$ cat src/design/ilst_pkg.sv
// Types and codes shared by the indexed list modules.
package ilst_pkg;

    typedef enum logic [2:0] {
        KIND_APPEND = 3'd0,
        KIND_FIND   = 3'd1,
        KIND_REMOVE = 3'd2,
        KIND_INSERT = 3'd3,
        KIND_SET    = 3'd4,
        KIND_READ   = 3'd5,
        KIND_CLEAR  = 3'd6
    } t_kind;

    typedef enum logic [1:0] {
        ST_DONE  = 2'd0,
        ST_RANGE = 2'd1,
        ST_FULL  = 2'd2
    } t_status;

    typedef enum logic [2:0] {
        OP_HOLD,
        OP_WRITE,
        OP_INSERT,
        OP_REMOVE,
        OP_ROTATE
    } t_cell_op;

    typedef enum logic {
        S_IDLE,
        S_SCAN
    } t_state;

    typedef struct packed {
        logic [2:0]         kind;
        logic [7:0]         position;
        logic signed [31:0] item_value;
    } t_req;

    typedef struct packed {
        logic signed [4:0]  found_index;
        logic signed [31:0] read_value;
        logic [1:0]         status;
        logic [4:0]         length;
    } t_rsp;

    typedef struct packed {
        t_cell_op    op;
        logic [31:0] value;
    } t_cell_ctrl;

    localparam logic [4:0] FOUND_NONE = 5'h1F;

endpackage

$ cat src/design/ilst_chan.sv
// Valid/ready channel interface carrying one request or one result.
interface ilst_chan #(
    parameter type t_payload = logic
);
    logic     valid;
    logic     ready;
    t_payload payload;

    modport source (output valid, output payload, input ready);
    modport sink   (input valid, input payload, output ready);
endinterface

$ cat src/design/ilst_cell.sv
// One storage cell of the list chain, holding the word at a fixed index.
module ilst_cell #(
    parameter int DEPTH = 16,
    parameter int IDX   = 0
) (
    input  logic                                  i_clk,
    input  ilst_pkg::t_cell_ctrl                  i_ctrl,
    input  logic [$clog2(DEPTH+1)-1:0]            i_pos,
    input  logic [31:0]                           i_left,
    input  logic [31:0]                           i_right,
    output logic [31:0]                           o_data
);
    import ilst_pkg::*;

    localparam int CW = $clog2(DEPTH + 1);
    localparam logic [CW-1:0] MY_IDX = CW'(IDX);

    logic [31:0] r_data;
    logic [31:0] n_data;

    always_comb begin
        n_data = r_data;
        case (i_ctrl.op)
            OP_WRITE: begin
                if (MY_IDX == i_pos) begin
                    n_data = i_ctrl.value;
                end
            end
            OP_INSERT: begin
                if (MY_IDX > i_pos) begin
                    n_data = i_left;
                end else if (MY_IDX == i_pos) begin
                    n_data = i_ctrl.value;
                end
            end
            OP_REMOVE: begin
                if (MY_IDX >= i_pos) begin
                    n_data = i_right;
                end
            end
            OP_ROTATE: begin
                n_data = i_right;
            end
            default: begin
                n_data = r_data;
            end
        endcase
    end

    always_ff @(posedge i_clk) begin
        r_data <= n_data;
    end

    assign o_data = r_data;
endmodule

$ cat src/design/indexed_list_insert_remove_find.sv
// Top level of the indexed list: request decode, scan control and the cell chain.
//
//  Channel | Dir | Payload                                      | Handshake
//  i_req   | in  | kind, position, item_value                   | valid/ready
//  o_rsp   | out | found_index, read_value, status, length      | valid/ready
//
// Append, remove, insert, set, clear and every flagged request complete in the
// cycle they are accepted, so these can follow one another in every cycle while
// the output is not stalled. Find and an in-range read rotate the cell ring once
// and take no new request until that rotation ends and the result is loaded.
// Reset clears the word count; the stored words are undefined until written.
// A stalled result waits in the output register and blocks a new request only
// while the register is full and not being taken.
module indexed_list_insert_remove_find #(
    parameter int DEPTH = 16
) (
    input  logic           i_clk,
    input  logic           i_rst_n,
    ilst_chan.sink         i_req,
    ilst_chan.source       o_rsp
);
    import ilst_pkg::*;

    localparam int CW = $clog2(DEPTH + 1);
    localparam int IW = $clog2(DEPTH);
    localparam logic [CW-1:0] FULL_COUNT = CW'(DEPTH);
    localparam logic [IW-1:0] LAST_IDX   = IW'(DEPTH - 1);

    t_state         r_state;
    t_state         n_state;
    logic [CW-1:0]  r_count;
    logic [CW-1:0]  n_count;
    logic [IW-1:0]  r_k;
    logic [IW-1:0]  n_k;
    logic           r_scan_find;
    logic           n_scan_find;
    logic [31:0]    r_scan_val;
    logic [31:0]    n_scan_val;
    logic [IW-1:0]  r_scan_pos;
    logic [IW-1:0]  n_scan_pos;
    logic           r_hit;
    logic           n_hit;
    logic [IW-1:0]  r_hit_idx;
    logic [IW-1:0]  n_hit_idx;
    logic [31:0]    r_rd;
    logic [31:0]    n_rd;
    logic           r_out_valid;
    logic           n_out_valid;
    t_rsp           r_out;
    t_rsp           n_out;

    t_req           w_req;
    logic           w_accept;
    logic           w_load;
    logic           w_scan_start;
    logic           w_scan_last;
    logic [8:0]     w_pos9;
    logic [8:0]     w_cnt9;
    logic           w_pos_ge;
    logic           w_pos_gt;
    logic           w_full;
    logic [CW-1:0]  w_pos_eff;
    logic [1:0]     w_status;
    logic [IW+4:0]  w_found_ext;
    logic [CW+4:0]  w_len_ext;
    t_cell_ctrl     w_ctrl;
    logic [CW-1:0]  w_cell_pos;
    logic [31:0]    w_data [DEPTH];

    assign i_req.ready = i_rst_n && (r_state == S_IDLE) && (!r_out_valid || o_rsp.ready);
    assign w_req       = i_req.payload;
    assign w_accept    = i_req.valid && i_req.ready;
    assign w_pos9      = {1'b0, w_req.position};
    assign w_cnt9      = 9'(r_count);
    assign w_pos_ge    = w_pos9 >= w_cnt9;
    assign w_pos_gt    = w_pos9 > w_cnt9;
    assign w_full      = r_count == FULL_COUNT;
    assign w_pos_eff   = w_pos_gt ? r_count : CW'(w_req.position);
    assign w_scan_last = (r_state == S_SCAN) && (r_k == LAST_IDX);

    always_comb begin
        n_state = r_state;
        unique case (r_state)
            S_IDLE: begin
                if (w_scan_start) begin
                    n_state = S_SCAN;
                end
            end
            S_SCAN: begin
                if (r_k == LAST_IDX) begin
                    n_state = S_IDLE;
                end
            end
            default: begin
                n_state = S_IDLE;
            end
        endcase
    end

    always_comb begin
        w_ctrl.op    = OP_HOLD;
        w_ctrl.value = w_req.item_value;
        w_cell_pos   = CW'(w_req.position);
        w_status     = ST_DONE;
        w_load       = 1'b0;
        w_scan_start = 1'b0;
        n_count      = r_count;
        n_k          = r_k;
        n_scan_find  = r_scan_find;
        n_scan_val   = r_scan_val;
        n_scan_pos   = r_scan_pos;
        n_hit        = r_hit;
        n_hit_idx    = r_hit_idx;
        n_rd         = r_rd;

        if (r_state == S_SCAN) begin
            w_ctrl.op = OP_ROTATE;
            n_k       = r_k + 1'b1;
            if (r_scan_find && !r_hit && (CW'(r_k) < r_count) &&
                    (w_data[0] == r_scan_val)) begin
                n_hit     = 1'b1;
                n_hit_idx = r_k;
            end
            if (!r_scan_find && (r_k == r_scan_pos)) begin
                n_rd = w_data[0];
            end
            w_load = w_scan_last;
        end else if (w_accept) begin
            w_load = 1'b1;
            unique case (t_kind'(w_req.kind))
                KIND_APPEND: begin
                    if (w_full) begin
                        w_status = ST_FULL;
                    end else begin
                        w_ctrl.op  = OP_WRITE;
                        w_cell_pos = r_count;
                        n_count    = r_count + 1'b1;
                    end
                end
                KIND_FIND: begin
                    w_load       = 1'b0;
                    w_scan_start = 1'b1;
                    n_scan_find  = 1'b1;
                end
                KIND_REMOVE: begin
                    if (w_pos_ge) begin
                        w_status = ST_RANGE;
                    end else begin
                        w_ctrl.op = OP_REMOVE;
                        n_count   = r_count - 1'b1;
                    end
                end
                KIND_INSERT: begin
                    if (w_full) begin
                        w_status = ST_FULL;
                    end else begin
                        w_ctrl.op  = OP_INSERT;
                        w_cell_pos = w_pos_eff;
                        n_count    = r_count + 1'b1;
                    end
                end
                KIND_SET: begin
                    if (w_pos_ge) begin
                        w_status = ST_RANGE;
                    end else begin
                        w_ctrl.op = OP_WRITE;
                    end
                end
                KIND_READ: begin
                    if (w_pos_ge) begin
                        w_status = ST_RANGE;
                    end else begin
                        w_load       = 1'b0;
                        w_scan_start = 1'b1;
                        n_scan_find  = 1'b0;
                    end
                end
                KIND_CLEAR: begin
                    n_count = '0;
                end
                default: begin
                    w_status = ST_DONE;
                end
            endcase
            if (w_scan_start) begin
                n_k        = '0;
                n_scan_val = w_req.item_value;
                n_scan_pos = w_req.position[IW-1:0];
                n_hit      = 1'b0;
                n_hit_idx  = '0;
                n_rd       = '0;
            end
        end

        w_found_ext = (IW + 5)'(n_hit_idx);
        w_len_ext   = (CW + 5)'(n_count);
        n_out       = r_out;
        n_out_valid = r_out_valid && !o_rsp.ready;
        if (w_load) begin
            n_out_valid = 1'b1;
            n_out.length = w_len_ext[4:0];
            n_out.status = w_status;
            if (r_state == S_SCAN) begin
                n_out.found_index = (r_scan_find && n_hit) ? w_found_ext[4:0] : FOUND_NONE;
                n_out.read_value  = r_scan_find ? 32'sd0 : n_rd;
            end else begin
                n_out.found_index = FOUND_NONE;
                n_out.read_value  = 32'sd0;
            end
        end
    end

    always_ff @(posedge i_clk) begin
        if (!i_rst_n) begin
            r_state     <= S_IDLE;
            r_count     <= '0;
            r_k         <= '0;
            r_out_valid <= 1'b0;
        end else begin
            r_state     <= n_state;
            r_count     <= n_count;
            r_k         <= n_k;
            r_out_valid <= n_out_valid;
        end
    end

    always_ff @(posedge i_clk) begin
        r_scan_find <= n_scan_find;
        r_scan_val  <= n_scan_val;
        r_scan_pos  <= n_scan_pos;
        r_hit       <= n_hit;
        r_hit_idx   <= n_hit_idx;
        r_rd        <= n_rd;
        r_out       <= n_out;
    end

    for (genvar gi = 0; gi < DEPTH; gi++) begin : g_cell
        ilst_cell #(
            .DEPTH (DEPTH),
            .IDX   (gi)
        ) u_cell (
            .i_clk   (i_clk),
            .i_ctrl  (w_ctrl),
            .i_pos   (w_cell_pos),
            .i_left  (w_data[(gi + DEPTH - 1) % DEPTH]),
            .i_right (w_data[(gi + 1) % DEPTH]),
            .o_data  (w_data[gi])
        );
    end

    assign o_rsp.valid   = r_out_valid;
    assign o_rsp.payload = r_out;
endmodule

$ cat src/flat_wrapper.sv
// flat-port wrapper written by rule: the top's interface ports become plain ports
module indexed_list_insert_remove_find_flat import ilst_pkg::*;
#(
    parameter int DEPTH = 16
)
  (i_clk, i_rst_n, i_req_valid, i_req_payload, i_req_ready, o_rsp_valid, o_rsp_payload, o_rsp_ready);
  ilst_chan i_req_i ();
  ilst_chan o_rsp_i ();
  input  logic i_clk;
  input  logic i_rst_n;
  input wire logic [$bits(i_req_i.valid)-1:0] i_req_valid;
  input wire logic [$bits(i_req_i.payload)-1:0] i_req_payload;
  output wire logic [$bits(i_req_i.ready)-1:0] i_req_ready;
  output wire logic [$bits(o_rsp_i.valid)-1:0] o_rsp_valid;
  output wire logic [$bits(o_rsp_i.payload)-1:0] o_rsp_payload;
  input wire logic [$bits(o_rsp_i.ready)-1:0] o_rsp_ready;
  assign i_req_i.valid = i_req_valid;
  assign i_req_i.payload = i_req_payload;
  assign i_req_ready = i_req_i.ready;
  assign o_rsp_valid = o_rsp_i.valid;
  assign o_rsp_payload = o_rsp_i.payload;
  assign o_rsp_i.ready = o_rsp_ready;
  indexed_list_insert_remove_find #(.DEPTH(DEPTH)) u_core (.i_clk(i_clk), .i_rst_n(i_rst_n), .i_req(i_req_i), .o_rsp(o_rsp_i));
endmodule
$ cat config.mk
export PLATFORM = sky130hd
export DESIGN_NAME = indexed_list_insert_remove_find_flat
export DESIGN_NICKNAME = d
export VERILOG_FILES = /design/src/design/ilst_pkg.sv /design/src/design/ilst_chan.sv /design/src/design/ilst_cell.sv /design/src/design/indexed_list_insert_remove_find.sv /design/src/flat_wrapper.sv
export SDC_FILE = /design/constraint.sdc
export NUM_CORES = 1
export LEC_CHECK = 0
export BUFFER_PORTS_ARGS = -buffer_cell sky130_fd_sc_hd__buf_2
export CAP_MARGIN = 20
export CORE_MARGIN = 1
export CORE_UTILIZATION = 40
export CTS_BUF_LIST = sky130_fd_sc_hd__clkbuf_8 sky130_fd_sc_hd__clkbuf_16
export DETAILED_ROUTE_END_ITERATION = 6
export PLACE_DENSITY = 0.59
export RECOVER_POWER = 25
export SYNTH_ARGS = -nofsm -noshare
export SYNTH_HDL_FRONTEND = slang
export SYNTH_HIERARCHICAL = 1
export SYNTH_SLANG_ARGS = --single-unit
$ cat constraint.sdc
create_clock -name i_clk -period 1.9 [get_ports i_clk]
set_clock_uncertainty 0.1 [all_clocks]
set_input_delay 0.38 -clock i_clk [delete_from_list [all_inputs] [get_ports i_clk]]
set_output_delay 0.38 -clock i_clk [all_outputs]
set_load 0.01 [all_outputs]
# Word level (Yosys, flattened, before mapping)
# Index checks and enable logic that the tools add are counted.
dict set report totals {
  register_bits 12
  input_bits 5
  output_inout_bits 3
  wordCells 37
}
dict set report op_classes {
  add_sub_neg 2
  n_eq_ne 2
  n_mux 16
  n_bitwise 1
  n_reduce_logical 11
}
# op n
set ops {}
lappend ops {{$mux 5} 3}
lappend ops {{$mux 4} 3}
lappend ops {{$mux 1} 9}
lappend ops {{$add 5x1->5 const B} 1}
lappend ops {{$eq 5x5->1 const B} 1}
lappend ops {{$logic_and 1x1->1} 5}
lappend ops {{$add 4x1->4 const B} 1}
lappend ops {{$eq 4x4->1 const B} 1}
lappend ops {{$reduce_bool 2->1} 2}
lappend ops {{$logic_not 1->1} 2}
lappend ops {{$pmux 1 s2} 1}
lappend ops {{$reduce_and 2->1} 1}
lappend ops {{$logic_or 1x1->1} 1}
lappend ops {{$not 1->1} 1}

# Logic depth before layout (Yosys ltp)
# Gate-level depths: netlist (run 1).
dict set report logic_depth {
  word_depth 10
  ltp_mapped 6
  ltp_nobuf 6
}

# Least setup slack after synthesis (run 1)
# Ideal clock, no wire load.
dict set report synth_timing {
  path_kind {input to register}
  startpoint {in o_rsp_ready}
  endpoint {reg u_core.r_count[3]}
  arrival_time_ns 1.412
  required_ns 1.728
  setup_slack_ns 0.316
  path_stages 4
  n_path_buf 0
  cell_sequence {and2b_4 > or3b_4 > nor4b_4 > mux2i_1}
}
dict set report synth_via {
  elab_chain_len 5
}
# item line_no
set synth_lines {}
lappend synth_lines {{start, declared} flat_wrapper.sv:16} ;# input wire logic [$bits(o_rsp_i.ready)-1:0] o_rsp_ready;
lappend synth_lines {{$logic_or 1x1->1} indexed_list_insert_remove_find.sv:70} ;# assign i_req.ready = i_rst_n && (r_state == S_IDLE) && (!r_out_valid || o_rsp.ready);
lappend synth_lines {{$logic_and 1x1->1} indexed_list_insert_remove_find.sv:70}
lappend synth_lines {{$logic_and 1x1->1} indexed_list_insert_remove_find.sv:72} ;# assign w_accept = i_req.valid && i_req.ready;
lappend synth_lines {{$mux 5} indexed_list_insert_remove_find.sv:128} ;# end else if (w_accept) begin
lappend synth_lines {{$mux 5} indexed_list_insert_remove_find.sv:116} ;# if (r_state == S_SCAN) begin
lappend synth_lines {{end signal, assigned} indexed_list_insert_remove_find.sv:221} ;# r_count <= n_count;
lappend synth_lines {{end, declared} indexed_list_insert_remove_find.sv:31} ;# logic [CW-1:0] r_count;
# Every way passes these cells.
# A chain may end at the register's enable or synchronous reset.

# Worst setup path after layout (run 1)
dict set report layout_timing {
  startpoint {reg u_core.r_count[0]}
  endpoint {reg u_core.r_count[2]}
}
dict set report layout_via {
  elab_chain_len 4
  elab_cells_between_ends 5
}
# item line_no
set layout_lines {}
lappend layout_lines {{$add 5x1->5 or $eq 5x5->1 (tied branches)} {indexed_list_insert_remove_find.sv:137, indexed_list_insert_remove_find.sv:77}}
lappend layout_lines {{$mux 5 (*)} indexed_list_insert_remove_find.sv:132} ;# if (w_full) begin
lappend layout_lines {{$mux 5 (*)} indexed_list_insert_remove_find.sv:128}
lappend layout_lines {{$mux 5 (*)} indexed_list_insert_remove_find.sv:116}
# Mark *: on every way between the ends. The rest lies on a longest branch, timed or not.

==> summary.txt, run 1 <==
Worst setup SP type -> register
Antenna Cells -> 0
Final Util -> 0.516
Starting Density -> 0.446
syn_nets -> 65
Peak VDD IR -> 547 uV
worst slew pin tran -> 0.432 ns
min Tclk post-route -> 1.68 ns
max_slew headroom -> 0.712
DRC viols -> 0
area share of the largest cell type after synthesis -> 0.361
layout cell share with drive strength beyond 1 -> 0.254
achievable clock frequency -> 597 MHz
total gr overflow -> 0
sw frac -> 0.206
cells after synthesis -> 57
sequential share of the synthesized area -> 0.411
cell row count -> 13
drt wl/cell -> 12.3 um
sequential power share -> 0.454
Pins Over Slew Limit -> 0
Setup TNS -> 0 ns
dpl cells -> 78
fin crit share -> 0.882
# nets final -> 76
number of max-cap violations -> 0
cts repair resizes -> 0
Inserted Clock Buffers -> 3
Synth Register Bits -> 12
Avg Cell Area, Syn -> 10.7 um^2
worst hold-check path type -> register to register
total setup buffers inserted after CTS -> 0
Final setup viols -> 0
Final Hold Fails -> 0
WL final -> 1010 um
hold_ws -> 0.399 ns
Post-synth EDFFs -> 1
Comb power frac -> 0.075
Vias/cell -> 4.96
CTS tree -> done
count leader, synth -> dfxtp_1
IO Pins -> 8
GP Congestion -> 0.574
DRT Pass-1 Iters -> 2
Yosys top cell by area -> dfxtp_1
WP data required -> 1.93 ns
largest net degree at the start of global routing -> 12
Max clock buf depth -> 2
pwr/cell area -> 835 nW/um^2
vias -> 407
Port Buffers -> 6
total track usage -> 0.159
hold_buf cts -> 0
CTS HTree Levels -> 1
run status -> finished, final reports clean
DP Area -> 654 um^2
largest fanout on the critical path -> 4
Filler cells -> 137
Top FF cell, synth -> dfxtp_1
Syn. warnings -> 6
synth cell count leaders -> 11 x dfxtp_1, 9 x nand2_1, 5 x and2_1
P_leak -> 0.285 nW
CP Capture Type -> register
vias in the first global route -> 376
DPL Wire Length -> 748 um
ys async rst share -> 0
Clk network pwr share -> 0.471
initial antenna violation count -> 0
Die X-Extent -> 41.0 um
Crit Path Category -> register to register
Sink Count -> 12
clock root cell -> clkbuf_8
post-synthesis cell type count -> 24
die height -> 41.0 um
Clock Pin Slew Worst Setup and Hold Paths -> 0.05 ns
global-route wire length before repair -> 1570 um
CORE AREA -> 1370 um^2
antenna viol nets, final -> 0
internal power -> 0.000467 W
synth top area cells -> dfxtp_1 36%, nor4b_4 7.8%, ha_1 6.2%
Post-Syn Area -> 609 um^2
area grow syn2layout -> 15.8%
post-route insts no fill -> 82
P_sw -> 0.000122 W
Worst EP arrival -> 1.70 ns
RSZ-0062 raised after global routing -> no
Initial DRC Count -> 3
clk_lat worst skew -> 0.24 ns
Post-Layout Inst Area -> 706 um^2
Die Area -> 1680 um^2
-- state kept, by name (all words and copies together) (netlist names) --
| name | flops |
|---|---|
| u_core/o_rsp.payload | 1 |
| u_core/o_rsp.valid | 1 |
| u_core/r_count | 5 |
| u_core/r_k | 4 |
| u_core/r_state | 1 |
-- layout by cell type (no fill, tap or decap), types with 2 or more instances in the layout --
| cell | synthesis | final |
|---|---|---|
| o21ai_0 | 2 | 2 |
| and2_1 | 5 | 4 |
| mux2i_1 | 3 | 3 |
| nor4b_4 | 2 | 2 |
| buf_2 | 0 | 6 |
| nand3b_1 | 2 | 2 |
| inv_1 | 2 | 2 |
| ha_1 | 3 | 3 |
| clkbuf_8 | 0 | 4 |
| dfxtp_1 | 11 | 11 |
| nand2_1 | 9 | 9 |
| xnor2_1 | 3 | 3 |
| xor2_1 | 2 | 2 |
-- path summary, 6_finish.rpt --
kind	from	endpoint	slack [ns]	cells after the start
max	u_core/r_count[0]$_SDFF_PN0_	u_core/r_count[2]$_SDFFE_PN0P_	0.22	6
min	u_core/r_count[3]$_SDFFE_PN0P_	u_core/r_count[3]$_SDFFE_PN0P_	0.40	2
max reg2reg	u_core/r_count[0]$_SDFF_PN0_	u_core/r_count[2]$_SDFFE_PN0P_	0.22	6
min reg2reg	u_core/r_count[3]$_SDFFE_PN0P_	u_core/r_count[3]$_SDFFE_PN0P_	0.40	2
-- layout make-up --
| cell class | instances | area (um^2) | area share |
|---|---|---|---|
| clock buffers | 4 | 55.1 | 0.0780 |
| multi-input cells | 41 | 333 | 0.472 |
| repair buffers | 8 | 41.3 | 0.0585 |
| well taps | 15 | 18.8 | 0.0266 |
| inverters | 2 | 7.51 | 0.0106 |
| flip-flops and latches | 12 | 250 | 0.355 |
-- worst max-delay path, cell delays in order, from the launching register on --
cell	delay, ns
dfxtp_1	0.35
inv_1	0.07
ha_1	0.20
and4bb_2	0.25
nor4b_4	0.30
nand3b_1	0.15
mux2i_1	0.14
-- logic make-up (layout without fill, tap and decap cells) --
family | Yosys count | count (layout) | synth area share
fa+ha+maj | 3 | 3 | 0.0616
compound gates | 4 | 4 | 0.0390
simple gates | 26 | 26 | 0.324
flops | 12 | 12 | 0.411
mux | 3 | 3 | 0.0493
buf+inv | 4 | 14 | 0.0431
xor+xnor | 5 | 5 | 0.0719
-- metrics by stage --
step,power (W),setup slack [ns]
finish,0.000589,0.224
CTS,0.000602,0.204
detailed placement,0.000318,0.160
global placement,0.000316,0.191
floorplan,0.000302,0.316
global route,0.000616,0.118
-- metal layers --
metal	up-vias	wire, um	GRT usage
met4	0	16	0.100
met3	3	52	0.0815
met5	-	0	0
met1	181	468	0.161
li1	214	-	-
met2	9	468	0.254
-- power groups by stage --
stage | clock (W) | combinational [W] | sequential [W]
after CTS | 0.000289 | 0.0000450 | 0.000267
after detailed placement | 0 | 0.0000449 | 0.000273
after floorplan | 0 | 0.0000287 | 0.000273
after global placement | 0 | 0.0000439 | 0.000273
after global routing | 0.000298 | 0.0000496 | 0.000268
final | 0.000278 | 0.0000441 | 0.000267
(Power assumes the default switching activity.)
==> run 2, diff against run 1 <==
--- a/config.mk
+++ b/config.mk
@@ -9,7 +9,7 @@
 export CAP_MARGIN = 20
 export CORE_MARGIN = 1
 export CORE_UTILIZATION = 40
-export CTS_BUF_LIST = sky130_fd_sc_hd__clkbuf_8 sky130_fd_sc_hd__clkbuf_16
+export CTS_BUF_LIST = sky130_fd_sc_hd__clkbuf_4 sky130_fd_sc_hd__clkbuf_8 sky130_fd_sc_hd__clkbuf_16
 export DETAILED_ROUTE_END_ITERATION = 6
 export PLACE_DENSITY = 0.59
 export RECOVER_POWER = 25
==> summary.txt, run 2 (same netlist as run 1, synthesis figures left out) <==
CTS HTree Levels -> 1 (unchanged)
Final setup viols -> 0 (unchanged)
cts repair resizes -> 0 (unchanged)
CP top delay family -> simple AND/OR/NAND/NOR gates
Final Hold Fails -> 0 (unchanged)
initial antenna violation count -> 0 (unchanged)
area grow syn2layout -> 12.7%
Initial DRC Count -> 4 (+1)
Clock Pin Slew Worst Setup and Hold Paths -> 0.08 ns (+0.03 ns)
Pins Over Slew Limit -> 0 (unchanged)
P_sw -> 0.000113 W (-6.9%)
critical path buffer and inverter count -> 1 (unchanged)
Inserted Clock Buffers -> 3 (unchanged)
WL final -> 1010 um (+0.30%)
max_slew headroom -> 0.710 (-0.00174)
drt wl/cell -> 12.3 um (+0.30%)
global-route wire length before repair -> 1570 um (-0.45%)
DRT Pass-1 Iters -> 3 (+1)
achievable clock frequency -> 596 MHz (-0.14%)
CP Cell Sequence -> inv_1, ha_1, and4bb_2, nor4b_4, nand3b_1, mux2i_1
Largest regs -> u_core/r_count: 5 flops, u_core/r_k: 4 flops
DP Area -> 654 um^2 (unchanged)
Sink Count -> 12 (unchanged)
total setup buffers inserted after CTS -> 0 (unchanged)
vias in the first global route -> 374 (-0.53%)
largest net degree at the start of global routing -> 12 (unchanged)
Vias/cell -> 4.98 (+0.25%)
internal power -> 0.000400 W (-14%)
Worst EP arrival -> 1.74 ns (+0.04 ns)
Final Util -> 0.503 (-0.0137)
WP data required -> 1.96 ns (+0.03 ns)
vias -> 408 (+0.25%)
Post-Layout Inst Area -> 687 um^2 (-2.7%)
post-route insts no fill -> 82 (unchanged)
antenna viol nets, final -> 0 (unchanged)
CORE AREA -> 1370 um^2 (unchanged)
sequential power share -> 0.519 (+0.065)
commonest non-fill, non-tap cell in the layout -> dfxtp_1
Starting Density -> 0.446 (unchanged)
IO Pins -> 8 (unchanged)
Antenna Cells -> 0 (unchanged)
commonest non-fill, non-tap cells in the layout -> 11 x dfxtp_1, 9 x nand2_1, 6 x buf_2
cell row count -> 13 (unchanged)
Die X-Extent -> 41.0 um (unchanged)
clk_lat worst skew -> 0.27 ns (+0.03 ns)
P_leak -> 0.278 nW (-2.7%)
Die Area -> 1680 um^2 (unchanged)
RSZ-0062 raised after global routing -> no
largest fanout on the critical path -> 4 (unchanged)
Setup TNS -> 0 ns (unchanged)
Comb power frac -> 0.086 (+0.011)
slowest stage delay, CP -> 0.36 ns (about the same)
Peak VDD IR -> 469 uV (-14%)
Max clock buf depth -> 2 (unchanged)
run status -> finished, final reports clean
layout cell share with drive strength beyond 1 -> 0.254 (unchanged)
CP Capture Type -> register
most flop-heavy register -> u_core/r_count
DRC viols -> 0 (unchanged)
pwr/cell area -> 747 nW/um^2 (-10%)
max reg flops -> 5 (unchanged)
Crit Path Category -> register to register
fin crit share -> 0.883 (+0.00126)
worst slew pin tran -> 0.434 ns (+0.00261 ns)
CTS tree -> done
GP Congestion -> 0.574 (unchanged)
clock root cell -> clkbuf_4
Worst setup SP type -> register
CP max stage cell -> dfxtp_1
Port Buffers -> 6 (unchanged)
# nets final -> 76 (unchanged)
number of max-cap violations -> 0 (unchanged)
total gr overflow -> 0 (unchanged)
sw frac -> 0.221 (+0.0141)
die height -> 41.0 um (unchanged)
total track usage -> 0.150 (-0.00901)
dpl cells -> 78 (unchanged)
hold_buf cts -> 0 (unchanged)
Clk network pwr share -> 0.395 (-0.076)
worst hold-check path type -> register to register
DPL Wire Length -> 748 um (unchanged)
min Tclk post-route -> 1.68 ns (+0.00239 ns)
[run 2: worst register-to-register path, delay by kind of cell (launching register included)]
kind	cells	cell delay [ns]
adder cells (fa/ha/maj)	1	0.20
buffers and inverters	1	0.07
flip-flops	1	0.36
multiplexers	1	0.14
AND/OR/NAND/NOR	3	0.70
[run 2: worst paths after layout]
path	start	to	slack (ns)	depth (start not counted)
worst max-delay path	u_core/r_count[0]$_SDFF_PN0_	u_core/r_count[2]$_SDFFE_PN0P_	0.22	6
worst min-delay path	u_core/r_count[3]$_SDFFE_PN0P_	u_core/r_count[3]$_SDFFE_PN0P_	0.41	2
worst max register to register	u_core/r_count[0]$_SDFF_PN0_	u_core/r_count[2]$_SDFFE_PN0P_	0.22	6
worst min register to register	u_core/r_count[3]$_SDFFE_PN0P_	u_core/r_count[3]$_SDFFE_PN0P_	0.41	2
[run 2: stage by stage]
step / worst slack [ns] / hold slack (ns) / power (W)
detailed placement: 0.160 / 0.398 / 0.000318
global placement: 0.191 / 0.369 / 0.000316
CTS: 0.200 / 0.408 / 0.000522
global route: 0.113 / 0.424 / 0.000536
floorplan: 0.316 / 0.352 / 0.000302
finish: 0.222 / 0.405 / 0.000513
[run 2: layout make-up]
type                       count  area, um^2
inverter                       2        7.51
clock buffer                   4        36.3
fill                         139         679
multi-input combinational     41         333
sequential                    12         250
tap                           15        18.8
timing repair buffer           8        41.3
[run 2: power groups by stage]
stage | clock [W] | sequential, W | combinational [W]
after floorplan | 0 | 0.000273 | 0.0000287
final | 0.000203 | 0.000267 | 0.0000440
after global placement | 0 | 0.000273 | 0.0000439
after global routing | 0.000219 | 0.000268 | 0.0000496
after CTS | 0.000210 | 0.000267 | 0.0000450
after detailed placement | 0 | 0.000273 | 0.0000449
[run 2: routing by layer]
metal  share of wire  track usage  vias up
met2            0.49        0.246        9
met3           0.053       0.0815        0
met4               0       0.0250        0
met1            0.46        0.171      187
li1                -            -      212
met5               0            0        -
